$ cat src/sv/rgb_time_slice_color_mixer_core_macros.svh
// Assertion macros for the RGB time-slice colour mixer core
`ifndef RGB_TIME_SLICE_COLOR_MIXER_CORE_MACROS_SVH
`define RGB_TIME_SLICE_COLOR_MIXER_CORE_MACROS_SVH

// Same-cycle implication, checked on aclk outside reset
`define RGBTSM_ASSERT_NOW(lbl, ante, cons) \
    lbl: assert property (@(posedge aclk) disable iff (!aresetn) (ante) |-> (cons)) \
        else $error("rgbtsm: same-cycle check failed");

// Next-cycle implication, checked on aclk outside reset
`define RGBTSM_ASSERT_NEXT(lbl, ante, cons) \
    lbl: assert property (@(posedge aclk) disable iff (!aresetn) (ante) |=> (cons)) \
        else $error("rgbtsm: next-cycle check failed");

`endif

$ cat src/sv/rgbtsm_pkg.sv
// Shared types, constants and helpers for the RGB time-slice colour mixer
package rgbtsm_pkg;

    localparam int COUNT_W = 13;
    localparam int SHARE_W = 12;
    localparam int LEN_W   = 18;
    localparam int PROD_W  = COUNT_W + SHARE_W;
    localparam int TPU_W   = 6;
    localparam int STEP_W  = 8;

    localparam logic [COUNT_W-1:0] COUNT_MAX = 13'd8191;

    localparam logic [STEP_W-1:0]  STEP_RESET = 8'd1;
    localparam logic [SHARE_W-1:0] FS_RESET   = 12'd1000;
    localparam logic [TPU_W-1:0]   TPU_RESET  = 6'd11;

    // Register indexes (byte address / 4)
    localparam logic [1:0] REG_STEP = 2'd0;
    localparam logic [1:0] REG_FS   = 2'd1;
    localparam logic [1:0] REG_TPU  = 2'd2;

    // Channel / slot codes
    localparam logic [1:0] CH_RED   = 2'd0;
    localparam logic [1:0] CH_GREEN = 2'd1;
    localparam logic [1:0] CH_BLUE  = 2'd2;

    // Input kinds
    localparam logic KIND_KEY  = 1'b0;
    localparam logic KIND_TICK = 1'b1;

    // Key port codes
    localparam logic [7:0] KC_RED_INC   = 8'h10;
    localparam logic [7:0] KC_RED_DEC   = 8'h04;
    localparam logic [7:0] KC_GREEN_INC = 8'h20;
    localparam logic [7:0] KC_GREEN_DEC = 8'h02;
    localparam logic [7:0] KC_BLUE_INC  = 8'h40;
    localparam logic [7:0] KC_BLUE_DEC  = 8'h08;

    typedef struct packed {
        logic [STEP_W-1:0]  step_size;
        logic [SHARE_W-1:0] full_scale;
        logic [TPU_W-1:0]   ticks_per_unit;
    } cfg_t;

    typedef struct packed {
        logic              start;
        logic [PROD_W-1:0] dividend;
        logic [SHARE_W-1:0] divisor;
    } div_req_t;

    typedef struct packed {
        logic               done;
        logic [SHARE_W-1:0] quotient;
    } div_rsp_t;

    typedef struct packed {
        logic       hit;
        logic [1:0] ch;
        logic       up;
    } key_t;

    typedef enum logic [2:0] {
        ST_IDLE,
        ST_SUM,
        ST_MUL,
        ST_DWAIT,
        ST_FIX,
        ST_LEN,
        ST_DONE
    } state_t;

    function automatic key_t key_decode(input logic [7:0] code);
        key_t k;
        k = '{hit: 1'b1, ch: CH_RED, up: 1'b0};
        case (code)
            KC_RED_INC:   k = '{hit: 1'b1, ch: CH_RED,   up: 1'b1};
            KC_RED_DEC:   k = '{hit: 1'b1, ch: CH_RED,   up: 1'b0};
            KC_GREEN_INC: k = '{hit: 1'b1, ch: CH_GREEN, up: 1'b1};
            KC_GREEN_DEC: k = '{hit: 1'b1, ch: CH_GREEN, up: 1'b0};
            KC_BLUE_INC:  k = '{hit: 1'b1, ch: CH_BLUE,  up: 1'b1};
            KC_BLUE_DEC:  k = '{hit: 1'b1, ch: CH_BLUE,  up: 1'b0};
            default:      k = '{hit: 1'b0, ch: CH_RED,   up: 1'b0};
        endcase
        return k;
    endfunction

    // Next slot in red -> green -> blue -> red order
    function automatic logic [1:0] next_ch(input logic [1:0] ch);
        logic [1:0] n;
        case (ch)
            CH_RED:   n = CH_GREEN;
            CH_GREEN: n = CH_BLUE;
            default:  n = CH_RED;
        endcase
        return n;
    endfunction

endpackage

$ cat src/sv/rgbtsm_regs.sv
// APB configuration registers of the colour mixer
module rgbtsm_regs (
    input  logic              aclk,
    input  logic              aresetn,
    input  logic              psel,
    input  logic              penable,
    input  logic              pwrite,
    input  logic [3:0]        paddr,
    input  logic [31:0]       pwdata,
    output logic [31:0]       prdata,
    output logic              pready,
    output rgbtsm_pkg::cfg_t  cfg
);

    rgbtsm_pkg::cfg_t cfg_reg, cfg_next;
    logic             wr_en;

    assign pready = 1'b1;
    assign wr_en  = psel && penable && pwrite;
    assign cfg    = cfg_reg;

    always_comb begin
        cfg_next = cfg_reg;
        if (wr_en) begin
            case (paddr[3:2])
                rgbtsm_pkg::REG_STEP: cfg_next.step_size      = pwdata[7:0];
                rgbtsm_pkg::REG_FS:   cfg_next.full_scale     = pwdata[11:0];
                rgbtsm_pkg::REG_TPU:  cfg_next.ticks_per_unit = pwdata[5:0];
                default: ;
            endcase
        end
    end

    always_comb begin
        case (paddr[3:2])
            rgbtsm_pkg::REG_STEP: prdata = {24'd0, cfg_reg.step_size};
            rgbtsm_pkg::REG_FS:   prdata = {20'd0, cfg_reg.full_scale};
            rgbtsm_pkg::REG_TPU:  prdata = {26'd0, cfg_reg.ticks_per_unit};
            default:              prdata = 32'd0;
        endcase
    end

    always_ff @(posedge aclk) begin
        if (!aresetn) begin
            cfg_reg.step_size      <= rgbtsm_pkg::STEP_RESET;
            cfg_reg.full_scale     <= rgbtsm_pkg::FS_RESET;
            cfg_reg.ticks_per_unit <= rgbtsm_pkg::TPU_RESET;
        end else begin
            cfg_reg <= cfg_next;
        end
    end

endmodule

$ cat src/sv/rgbtsm_div.sv
// Iterative restoring divider, one quotient bit per cycle
module rgbtsm_div (
    input  logic                 aclk,
    input  logic                 aresetn,
    input  rgbtsm_pkg::div_req_t req,
    output rgbtsm_pkg::div_rsp_t rsp
);

    localparam int QW = rgbtsm_pkg::SHARE_W;
    localparam logic [3:0] ITER = 4'(QW);

    logic [QW-1:0] rem_reg, rem_next;
    logic [QW-1:0] quo_reg, quo_next;
    logic [QW-1:0] dvs_reg, dvs_next;
    logic [3:0]    cnt_reg, cnt_next;
    logic          busy_reg, busy_next;
    logic          done_reg, done_next;
    logic [QW:0]   trial;
    logic          ge;

    // Quotient is known to fit QW bits, so the high part starts below the divisor
    assign trial = {rem_reg, quo_reg[QW-1]};
    assign ge    = trial >= {1'b0, dvs_reg};

    always_comb begin
        rem_next  = rem_reg;
        quo_next  = quo_reg;
        dvs_next  = dvs_reg;
        cnt_next  = cnt_reg;
        busy_next = busy_reg;
        done_next = 1'b0;
        if (req.start) begin
            rem_next  = req.dividend[rgbtsm_pkg::PROD_W-2:QW];
            quo_next  = req.dividend[QW-1:0];
            dvs_next  = req.divisor;
            cnt_next  = ITER;
            busy_next = 1'b1;
        end else if (busy_reg) begin
            rem_next = ge ? QW'(trial - {1'b0, dvs_reg}) : trial[QW-1:0];
            quo_next = {quo_reg[QW-2:0], ge};
            cnt_next = cnt_reg - 4'd1;
            if (cnt_reg == 4'd1) begin
                busy_next = 1'b0;
                done_next = 1'b1;
            end
        end
    end

    always_ff @(posedge aclk) begin
        if (!aresetn) begin
            busy_reg <= 1'b0;
            done_reg <= 1'b0;
            cnt_reg  <= 4'd0;
        end else begin
            busy_reg <= busy_next;
            done_reg <= done_next;
            cnt_reg  <= cnt_next;
        end
        rem_reg <= rem_next;
        quo_reg <= quo_next;
        dvs_reg <= dvs_next;
    end

    assign rsp.done     = done_reg;
    assign rsp.quotient = quo_reg;

endmodule

$ cat src/sv/rgb_time_slice_color_mixer_core.sv
// Top level of the RGB time-slice colour mixer: sequencer, state and stream ports
//
// Time-division PWM for one RGB LED. Each input transfer is either a timer
// tick (s_tuser = 1) or a key press (s_tuser = 0, key code in s_tdata), and
// every input transfer yields exactly one result transfer showing the LED
// drive, current slot and running flag after that event. A tick, or a key
// code that is not one of the six colour keys, is answered straight from the
// idle state, so ticks can stream back to back as long as the result side
// keeps up. A recognised key runs through the sequencer from its transfer to
// its result (the divisions are skipped when the new count sum is zero or
// above full_scale), and s_tready stays low meanwhile: the count sum is
// checked, then each of the three shares count*full_scale/sum goes through
// one shared multiplier and a 12-step restoring divider, the leftover units
// are handed out, and the three slot lengths share*ticks_per_unit+1 are
// formed through the same multiplier. Rotation then restarts at the red slot.
// Configuration is written over APB (step_size at 0x0, full_scale at 0x4,
// ticks_per_unit at 0x8) and takes effect at the next recognised key.
`include "rgb_time_slice_color_mixer_core_macros.svh"

module rgb_time_slice_color_mixer_core (
    input  logic        aclk,
    input  logic        aresetn,
    // input stream
    input  logic        s_tvalid,
    output logic        s_tready,
    input  logic [7:0]  s_tdata,   // [7:0] key_code
    input  logic        s_tuser,   // [0] kind (0 key press, 1 tick)
    // result stream
    output logic        m_tvalid,
    input  logic        m_tready,
    output logic [7:0]  m_tdata,   // [2:0] led_drive, [4:3] slot, [5] running, [7:6] zero
    // configuration
    input  logic        psel,
    input  logic        penable,
    input  logic        pwrite,
    input  logic [3:0]  paddr,
    input  logic [31:0] pwdata,
    output logic [31:0] prdata,
    output logic        pready
);

    localparam int CW = rgbtsm_pkg::COUNT_W;
    localparam int SW = rgbtsm_pkg::SHARE_W;
    localparam int LW = rgbtsm_pkg::LEN_W;
    localparam int PW = rgbtsm_pkg::PROD_W;

    rgbtsm_pkg::cfg_t     cfg;
    rgbtsm_pkg::div_req_t div_req;
    rgbtsm_pkg::div_rsp_t div_rsp;
    rgbtsm_pkg::key_t     key;

    rgbtsm_regs u_regs (
        .aclk    (aclk),
        .aresetn (aresetn),
        .psel    (psel),
        .penable (penable),
        .pwrite  (pwrite),
        .paddr   (paddr),
        .pwdata  (pwdata),
        .prdata  (prdata),
        .pready  (pready),
        .cfg     (cfg)
    );

    rgbtsm_div u_div (
        .aclk    (aclk),
        .aresetn (aresetn),
        .req     (div_req),
        .rsp     (div_rsp)
    );

    // Colour state
    logic [CW-1:0] count_reg [3];
    logic [CW-1:0] count_next [3];
    logic [LW-1:0] len_reg [3];
    logic [LW-1:0] len_next [3];
    logic [SW-1:0] share_reg [3];
    logic [SW-1:0] share_next [3];
    logic [1:0]    slot_reg, slot_next;
    logic [LW-1:0] ticks_reg, ticks_next;
    logic          active_reg, active_next;

    // Sequencer
    rgbtsm_pkg::state_t state_reg, state_next;
    logic [1:0]    idx_reg, idx_next;
    logic [1:0]    pressed_reg, pressed_next;
    logic [SW-1:0] sum_reg, sum_next;

    // Result register
    logic          m_valid_reg, m_valid_next;
    logic [5:0]    m_data_reg, m_data_next;

    // Shared datapath
    logic [CW-1:0]   mul_a;
    logic [SW-1:0]   mul_b;
    logic [PW-1:0]   mul_p;
    logic [CW+1:0]   sum_all;
    logic [CW:0]     up_val;
    logic [SW+1:0]   used;
    logic [1:0]      target;
    logic            in_xfer;
    logic            load_out;
    logic            key_start;
    logic [2:0]      led;

    assign key     = rgbtsm_pkg::key_decode(s_tdata);
    assign in_xfer = s_tvalid && s_tready;
    assign key_start = in_xfer && (s_tuser == rgbtsm_pkg::KIND_KEY) && key.hit;

    // Take a new transfer only when idle and the result slot is free this cycle
    assign s_tready = (state_reg == rgbtsm_pkg::ST_IDLE) && (!m_valid_reg || m_tready);

    // One multiplier serves both the share numerators and the slot lengths
    always_comb begin
        if (state_reg == rgbtsm_pkg::ST_LEN) begin
            mul_a = {1'b0, share_reg[idx_reg]};
            mul_b = {6'd0, cfg.ticks_per_unit};
        end else begin
            mul_a = count_reg[idx_reg];
            mul_b = cfg.full_scale;
        end
    end
    assign mul_p = {{SW{1'b0}}, mul_a} * {{CW{1'b0}}, mul_b};

    assign sum_all = {2'b00, count_reg[0]} + {2'b00, count_reg[1]} + {2'b00, count_reg[2]};
    assign used    = {2'b00, share_reg[0]} + {2'b00, share_reg[1]} + {2'b00, share_reg[2]};
    assign target  = (share_reg[pressed_reg] != '0) ? pressed_reg
                                                    : rgbtsm_pkg::next_ch(pressed_reg);
    assign up_val  = {1'b0, count_reg[key.ch]} + {{(CW-rgbtsm_pkg::STEP_W+1){1'b0}},
                                                  cfg.step_size};

    always_comb begin
        count_next   = count_reg;
        len_next     = len_reg;
        share_next   = share_reg;
        slot_next    = slot_reg;
        ticks_next   = ticks_reg;
        active_next  = active_reg;
        state_next   = state_reg;
        idx_next     = idx_reg;
        pressed_next = pressed_reg;
        sum_next     = sum_reg;
        load_out     = 1'b0;
        div_req      = '{start: 1'b0, dividend: mul_p, divisor: sum_reg};

        case (state_reg)
            rgbtsm_pkg::ST_IDLE: begin
                if (in_xfer) begin
                    if (s_tuser == rgbtsm_pkg::KIND_TICK) begin
                        load_out = 1'b1;
                        if (active_reg) begin
                            if (ticks_reg <= LW'(1)) begin
                                slot_next  = rgbtsm_pkg::next_ch(slot_reg);
                                ticks_next = len_reg[rgbtsm_pkg::next_ch(slot_reg)];
                            end else begin
                                ticks_next = ticks_reg - LW'(1);
                            end
                        end
                    end else if (key.hit) begin
                        // Update the pressed count, saturate up, floor at zero down
                        if (key.up) begin
                            count_next[key.ch] = (up_val > {1'b0, rgbtsm_pkg::COUNT_MAX}) ?
                                                 rgbtsm_pkg::COUNT_MAX : up_val[CW-1:0];
                        end else begin
                            count_next[key.ch] =
                                (count_reg[key.ch] > CW'(cfg.step_size)) ?
                                count_reg[key.ch] - CW'(cfg.step_size) : '0;
                        end
                        pressed_next = key.ch;
                        state_next   = rgbtsm_pkg::ST_SUM;
                    end else begin
                        // Unknown code: report state unchanged
                        load_out = 1'b1;
                    end
                end
            end
            rgbtsm_pkg::ST_SUM: begin
                idx_next = rgbtsm_pkg::CH_RED;
                if (sum_all > {3'b000, cfg.full_scale} || sum_all == '0) begin
                    // Overflow or nothing lit: clear counts, all shares zero
                    if (sum_all != '0) begin
                        count_next = '{default: '0};
                    end
                    share_next = '{default: '0};
                    state_next = rgbtsm_pkg::ST_LEN;
                end else begin
                    sum_next   = sum_all[SW-1:0];
                    state_next = rgbtsm_pkg::ST_MUL;
                end
            end
            rgbtsm_pkg::ST_MUL: begin
                div_req.start = 1'b1;
                state_next    = rgbtsm_pkg::ST_DWAIT;
            end
            rgbtsm_pkg::ST_DWAIT: begin
                if (div_rsp.done) begin
                    share_next[idx_reg] = div_rsp.quotient;
                    if (idx_reg == rgbtsm_pkg::CH_BLUE) begin
                        state_next = rgbtsm_pkg::ST_FIX;
                    end else begin
                        idx_next   = idx_reg + 2'd1;
                        state_next = rgbtsm_pkg::ST_MUL;
                    end
                end
            end
            rgbtsm_pkg::ST_FIX: begin
                // Hand the leftover units to the pressed channel or its neighbour
                if (used < {2'b00, cfg.full_scale}) begin
                    share_next[target] = share_reg[target] + (cfg.full_scale - used[SW-1:0]);
                end
                idx_next   = rgbtsm_pkg::CH_RED;
                state_next = rgbtsm_pkg::ST_LEN;
            end
            rgbtsm_pkg::ST_LEN: begin
                len_next[idx_reg] = mul_p[LW-1:0] + LW'(1);
                if (idx_reg == rgbtsm_pkg::CH_BLUE) begin
                    state_next = rgbtsm_pkg::ST_DONE;
                end else begin
                    idx_next = idx_reg + 2'd1;
                end
            end
            rgbtsm_pkg::ST_DONE: begin
                active_next = (count_reg[0] | count_reg[1] | count_reg[2]) != '0;
                slot_next   = rgbtsm_pkg::CH_RED;
                ticks_next  = active_next ? len_reg[0] : '0;
                load_out    = 1'b1;
                state_next  = rgbtsm_pkg::ST_IDLE;
            end
            default: begin
                state_next = rgbtsm_pkg::ST_IDLE;
            end
        endcase
    end

    // Result fields from the state after this event
    always_comb begin
        led = 3'b000;
        if (active_next && count_next[slot_next] != '0) begin
            led = 3'b001 << slot_next;
        end
    end

    always_comb begin
        m_data_next  = m_data_reg;
        m_valid_next = m_valid_reg && !m_tready;
        if (load_out) begin
            m_valid_next = 1'b1;
            m_data_next  = {active_next, slot_next, led};
        end
    end

    always_ff @(posedge aclk) begin
        if (!aresetn) begin
            state_reg   <= rgbtsm_pkg::ST_IDLE;
            count_reg   <= '{default: '0};
            len_reg     <= '{default: LW'(1)};
            slot_reg    <= rgbtsm_pkg::CH_RED;
            ticks_reg   <= '0;
            active_reg  <= 1'b0;
            m_valid_reg <= 1'b0;
            idx_reg     <= rgbtsm_pkg::CH_RED;
        end else begin
            state_reg   <= state_next;
            count_reg   <= count_next;
            len_reg     <= len_next;
            slot_reg    <= slot_next;
            ticks_reg   <= ticks_next;
            active_reg  <= active_next;
            m_valid_reg <= m_valid_next;
            idx_reg     <= idx_next;
        end
        share_reg   <= share_next;
        pressed_reg <= pressed_next;
        sum_reg     <= sum_next;
        m_data_reg  <= m_data_next;
    end

    assign m_tvalid = m_valid_reg;
    assign m_tdata  = {2'b00, m_data_reg};

    // Checks
    `RGBTSM_ASSERT_NOW(a_led_onehot, m_tvalid, $onehot0(m_tdata[2:0]))
    `RGBTSM_ASSERT_NOW(a_led_needs_run, m_tvalid && !m_tdata[5], m_tdata[2:0] == 3'b000)
    `RGBTSM_ASSERT_NOW(a_slot_range, m_tvalid, m_tdata[4:3] != 2'd3)
    `RGBTSM_ASSERT_NEXT(a_key_blocks, key_start, !s_tready && !m_tvalid)

endmodule
$ cat config.mk
export PLATFORM = sky130hd
export DESIGN_NAME = rgb_time_slice_color_mixer_core
export DESIGN_NICKNAME = d
export VERILOG_FILES = /design/src/sv/rgbtsm_pkg.sv /design/src/sv/rgbtsm_regs.sv /design/src/sv/rgbtsm_div.sv /design/src/sv/rgb_time_slice_color_mixer_core.sv
export VERILOG_INCLUDE_DIRS = /design/src /design/src/sv
export SDC_FILE = /design/constraint.sdc
export NUM_CORES = 1
export LEC_CHECK = 0
export BUFFER_PORTS_ARGS = -buffer_cell sky130_fd_sc_hd__buf_2
export CORE_ASPECT_RATIO = 1.5
export CORE_MARGIN = 8
export CORE_UTILIZATION = 49
export DETAILED_ROUTE_END_ITERATION = 10
export PLACE_DENSITY = 0.74
export SYNTH_ARGS = -nofsm -noshare
export SYNTH_HDL_FRONTEND = slang
export SYNTH_SLANG_ARGS = --single-unit
$ cat constraint.sdc
create_clock -name aclk -period 9.1 [get_ports aclk]
set_clock_uncertainty 0.05 [all_clocks]
set_input_delay 0.455 -clock aclk [delete_from_list [all_inputs] [get_ports aclk]]
set_output_delay 0.455 -clock aclk [all_outputs]
set_load 0.02 [all_outputs]
==> Yosys cells after proc, flatten, opt, wreduce, memory -nomap -nowiden <==
Index checks and enable logic that the tools add are counted.
W data, S select, Z words.
{ "op_classes": {"reduce_logical": 38, "n_mul": 1, "order_cmp": 15, "bitwise": 12, "mux": 99, "n_eq_ne": 27, "shift": 1, "add_sub_neg": 13} }
{ "ops": {"columns": ["operator", "count"], "rows": [
  ["$mux W39", 6],
  ["$mux W12", 14],
  ["$mux W18", 8],
  ["$mux W13", 10],
  ["$mux W36", 3],
  ["$pmux W36 S3", 1],
  ["$bmux W13 S2", 3],
  ["$bwmux W39", 2],
  ["$pmux W39 S2", 1],
  ["$bmux W12 S2", 3],
  ["$bwmux W36", 2],
  ["$bwmux W54", 1],
  ["$demux W12 S2", 2],
  ["$bmux W18 S2", 1],
  ["$demux W18 S2", 1],
  ["$pmux W12 S3", 1],
  ["$pmux W18 S2", 1],
  ["$demux W13 S2", 1],
  ["$or A13 B13 Y13", 2],
  ["$reduce_bool A13 Y1", 2],
  ["$mul A13 B12 Y24", 1],
  ["$mux W2", 12],
  ["$pmux W4 S6", 1],
  ["$sub A12 B12 Y12", 2],
  ["58 further kinds", 125]
]} }
{ "totals": {"inputBits": 52, "wordCells": 235, "output_inout_bits": 43, "regBits": 244} }

==> Depth between registers and ports, before layout <==
{ "logic_depth": {"depth_word": 20, "ltp_mapped": 30, "depth_no_buf": 27} }

==> Cells and area by module <==
From an unflattened synthesis, not the netlist that was laid out.
{ "hier_totals": {"cells_unflattened": 2672, "hier_area_um2": 23253.6} }
{ "by_module_without_submodules": {"columns": ["mod", "area_per_inst_um2", "seq_area_each_um2", "instances", "cells_per_inst"], "rows": [
  ["rgb_time_slice_color_mixer_core", 19371.1, 4083.9, 1, 2283],
  ["rgbtsm_div", 2454.9, 1201.2, 1, 223],
  ["rgbtsm_regs", 1427.6, 520.5, 1, 166]
]} }

==> Worst setup path after synthesis <==
OpenSTA, ideal clock, no wires.
{ "synth_path": {"kind": "reg-to-reg", "startpoint": "register state_reg[1]", "endpoint": "register u_div.rem_reg[10], data pin", "setup_ns": 0.268, "t_required_ns": 8.782, "arrival_ns": 6.714, "period_less_slack_ns": 7.031, "path_buffers": 3, "setup_slack_ns": 2.069, "path_stages_with_launch": 25, "path_cell_list": "dfxtp_1 -> nand3b_1 -> buf_1 -> buf_1 -> mux4_2 -> o2bb2ai_1 -> clkbuf_1 -> nand2_1 -> fa_1 -> inv_1 -> fa_1 -> fa_1 -> fa_1 -> fa_1 -> ha_1 -> or2_2 -> a21oi_1 -> a211oi_1 -> or3_1 -> a311o_1 -> a21oi_1 -> o21ai_0 -> a21oi_1 -> xor2_1 -> o21ai_0"} }
{ "synth_between": {"elab_chain_len": 4, "elab_cells_between_ends": 7, "cone_classes": "1 x mul; 2 x eq/ne; 4 x mux"} }
{ "synth_rtl": {"columns": ["item", "line_no", "source"], "rows": [
  ["start, declared", "rgb_time_slice_color_mixer_core.sv:84", "rgbtsm_pkg::state_t state_reg, state_next;"],
  ["start signal, assigned", "rgb_time_slice_color_mixer_core.sv:254", "state_reg <= rgbtsm_pkg::ST_IDLE;"],
  ["start signal, assigned", "rgb_time_slice_color_mixer_core.sv:263", "state_reg <= state_next;"],
  ["$eq A3 B3 Y1", "rgb_time_slice_color_mixer_core.sv:115", "if (state_reg == rgbtsm_pkg::ST_LEN) begin"],
  ["$mux W13 / $mux W12 (equally long branches)", "rgb_time_slice_color_mixer_core.sv:115", null],
  ["$mul A13 B12 Y24", "rgb_time_slice_color_mixer_core.sv:123", "assign mul_p = {{SW{1'b0}}, mul_a} * {{CW{1'b0}}, mul_b};"],
  ["$mux W12 *", "rgbtsm_div.sv:32", "if (req.start) begin"],
  ["named net u_div.rem_next[10]", "rgbtsm_div.sv:12", "logic [QW-1:0] rem_reg, rem_next;"],
  ["end signal, assigned", "rgbtsm_div.sv:59", "rem_reg <= rem_next;"],
  ["end, declared", "rgbtsm_div.sv:12", null]
]} }
The timed path passes the listed nets; every way through them passes the cells marked *.
A chain may end at the register's enable or synchronous reset.

==> Final worst setup path <==
Same ends and word-level chain as after synthesis.

==> reports/results.ini <==
[die]
placementRows=96
coreArea_um2=45800
die-area_um2=53700
io_pins=95
die_w_um=192
start_util_pct=49.6
die_h_um=280

[setup_path]
arrival_ns=7.97
start_kind=flop
critical_path_required_ns=9.32
crit_fanout=38
crit_top_cell=fa_1
critical_path_class=reg2reg
crit_path_end_kind=flop
cpPeakStageDelay_ns=0.57
cpMaxStageDelayCell=dfxtp_1
path_cells=nand3b_1, buf_4, mux4_2, o2bb2ai_1, nand2_1, fa_1, inv_1, fa_1, fa_1, fa_1, fa_1, ha_1, or2_2, a21oi_1, a211oi_1, or3_1, a311o_1, a21oi_1, o21ai_0, a21oi_1, xor2_1, o21ai_0

[clocking]
numCtsBuffers=26
clkSlewWorstSetupHoldPaths_ns=0.07
tritoncts=yes
clk_latency_ns=0.58
cts_hold_buf=0
cts-htree-levels=1
cts_resized=0
cts_setup_buffers=0
clock_path_buffers=3
cts_sinks=244
root_buffer=clkbuf_16

[logic_synthesis]
synth_edf_count=92
synth.distinct_cells=89
synth_top_flop_cell=dfxtp_1
synth_area_leaders=dfxtp_1 13%, fa_1 13%, edfxtp_1 12%
yosys_register_bits=244
ys_warn_count=0
syn_avg_cell_area_um2=8.70
synthMostInstantiatedCell=nand2_1
seq_area_frac_synth_pct=25.6
async_flop_share_pct=0
yosys-top-cells-count=270 x nand2_1, 266 x nor2_1, 226 x inv_1
synth_area_leader_cell=dfxtp_1
netlist.area_leader.share_pct=13.4
synthCells=2610
syn_area_um2=22700

[cells_and_area]
syn_to_final_growth_pct=7.08
stdcell_count=3201
largest_reg_flops=54
drive_gt1_share_pct=7.62
diodes=0
fin_nets=2952

[worst_hold_path]
hp-class=in2reg

[grt]
grt_pass1_wl_um=110000
track_usage_pct=26.0
grt_overflow=0
antenna_found_initial=0
grt_pass1_vias=20142
grt_max_degree=69

[detailed_routing]
drc=0
final_antenna_net_count=0
drt_iter0_drc=1730
via_count=19831
wl_per_cell_um=22.3
viasPerCell=6.20
wl_um=71300
dr.pass1.iters=5

[timing]
min_period_ns=7.76
setup_ws_ns=1.34
maxSlewViolCount=0
relSlewSlack_pct=19.2
fmax_ghz=0.129
rsz0062_at_grt=no
hold_violations=0
finalCritPeriodShare_pct=85.2
setup_tns_ns=0
setup_viol=0
worst-slew-pin-transition_ns=1.20

[pwr]
p_per_area_nw_per_um2=154
p_leak_nw=10.2
combPwrFrac_pct=37.9
p_sw_share_pct=36.2
ir_drop_uv=176
power.switching_mw=1.35
intPower_mw=2.39
pwr-share-seq_pct=33.2
p_clk_share_pct=28.8

[placement]
post-dp-hpwl_um=55000
post-place-ws_ns=1.56
port_buffers=49
place_inst=3154
gp_congestion=0.998

[flow_run]
drv_cap=0

[run_status]
status=finished clean

worst max-delay path: cells and delay by family, from the launching register on:
family	cells	cell delay [ns]
AO/OA/AOI/OAI	8	1.83
flip-flops	1	0.57
adder cells (fa/ha/maj)	6	2.71
XOR/XNOR	1	0.16
AND/OR/NAND/NOR	4	1.20
multiplexers	1	0.30
buffers and inverters	2	0.57
cell usage in the layout, fill, tap and decap left out, types with 41 or more instances in the layout:
| cell | count |
|---|---|
| nand2_1 | 270 |
| edfxtp_1 | 92 |
| a211oi_1 | 88 |
| mux2i_1 | 146 |
| nor2b_1 | 45 |
| nor2_1 | 264 |
| buf_4 | 45 |
| buf_2 | 49 |
| o21ai_0 | 91 |
| fa_1 | 150 |
| o22ai_1 | 41 |
| ha_1 | 156 |
| dfxtp_1 | 152 |
| xnor2_1 | 71 |
| nor3_1 | 43 |
| inv_1 | 226 |
| a21oi_1 | 144 |
cells by family (layout without fill, tap and decap cells):
kind of cell             count (synthesis)  in the layout  share of synthesized area [%]
multiplexers                           164            164                           7.92
buffers and inverters                  387            369                           6.91
AO/OA/AOI/OAI                          568            568                           16.5
AND/OR/NAND/NOR                        837            837                           17.2
XOR/XNOR                               102            102                           3.99
other                                    2             23                         0.0331
adder cells (fa/ha/maj)                306            306                           21.8
flip-flops                             244            244                           25.6
power groups by stage:
stage	logic [mW]	clock network (mW)	registers, mW
2_1_floorplan	1.11	0	1.24
3_3_place_gp	1.33	0	1.26
3_5_place_dp	1.39	0	1.26
4_1_cts	1.40	1.10	1.24
5_1_grt	1.57	1.13	1.25
6_report	1.42	1.08	1.24
final timing paths:
| path | slack [ns] | depth (start not counted) | endpoint | start |
|---|---|---|---|---|
| max | 1.34 | 22 | u_div.rem_reg[10] | state_reg[1] |
| min | 0.12 | 3 | u_regs.cfg[17] | pwdata[11] |
| max reg2reg | 1.34 | 22 | u_div.rem_reg[10] | state_reg[1] |
| min reg2reg | 0.41 | 2 | len_reg[24] | len_reg[24] |
stage by stage:
stage          util, %  power (mW)  hold WS [ns]  cell area (um2)
6_report          53.2        3.74         0.117            24300
5_1_grt           53.2        3.95         0.133            24300
4_1_cts           53.2        3.74        0.0970            24300
3_5_place_dp      51.3        2.66         0.400            23500
3_3_place_gp      51.3        2.59         0.393            23500
2_1_floorplan        -        2.35         0.350            22800
area by class of cell:
cell class,instances,area (um2)
Clock buffer,40,807
Clock inverter,7,61.3
Fill cell,4103,21400
Inverter,228,863
Multi-Input combinational cell,2000,15500
Sequential cell,244,5810
Tap cell,588,736
Timing Repair Buffer,94,583
routing by layer:
layer | wire length [um] | track usage (%)
met4 | 5600 | 18.0
met3 | 4180 | 3.56
met2 | 36600 | 47.8
met5 | 0 | 0
met1 | 24900 | 26.7
No activity file was read; power rests on OpenSTA's default activity.
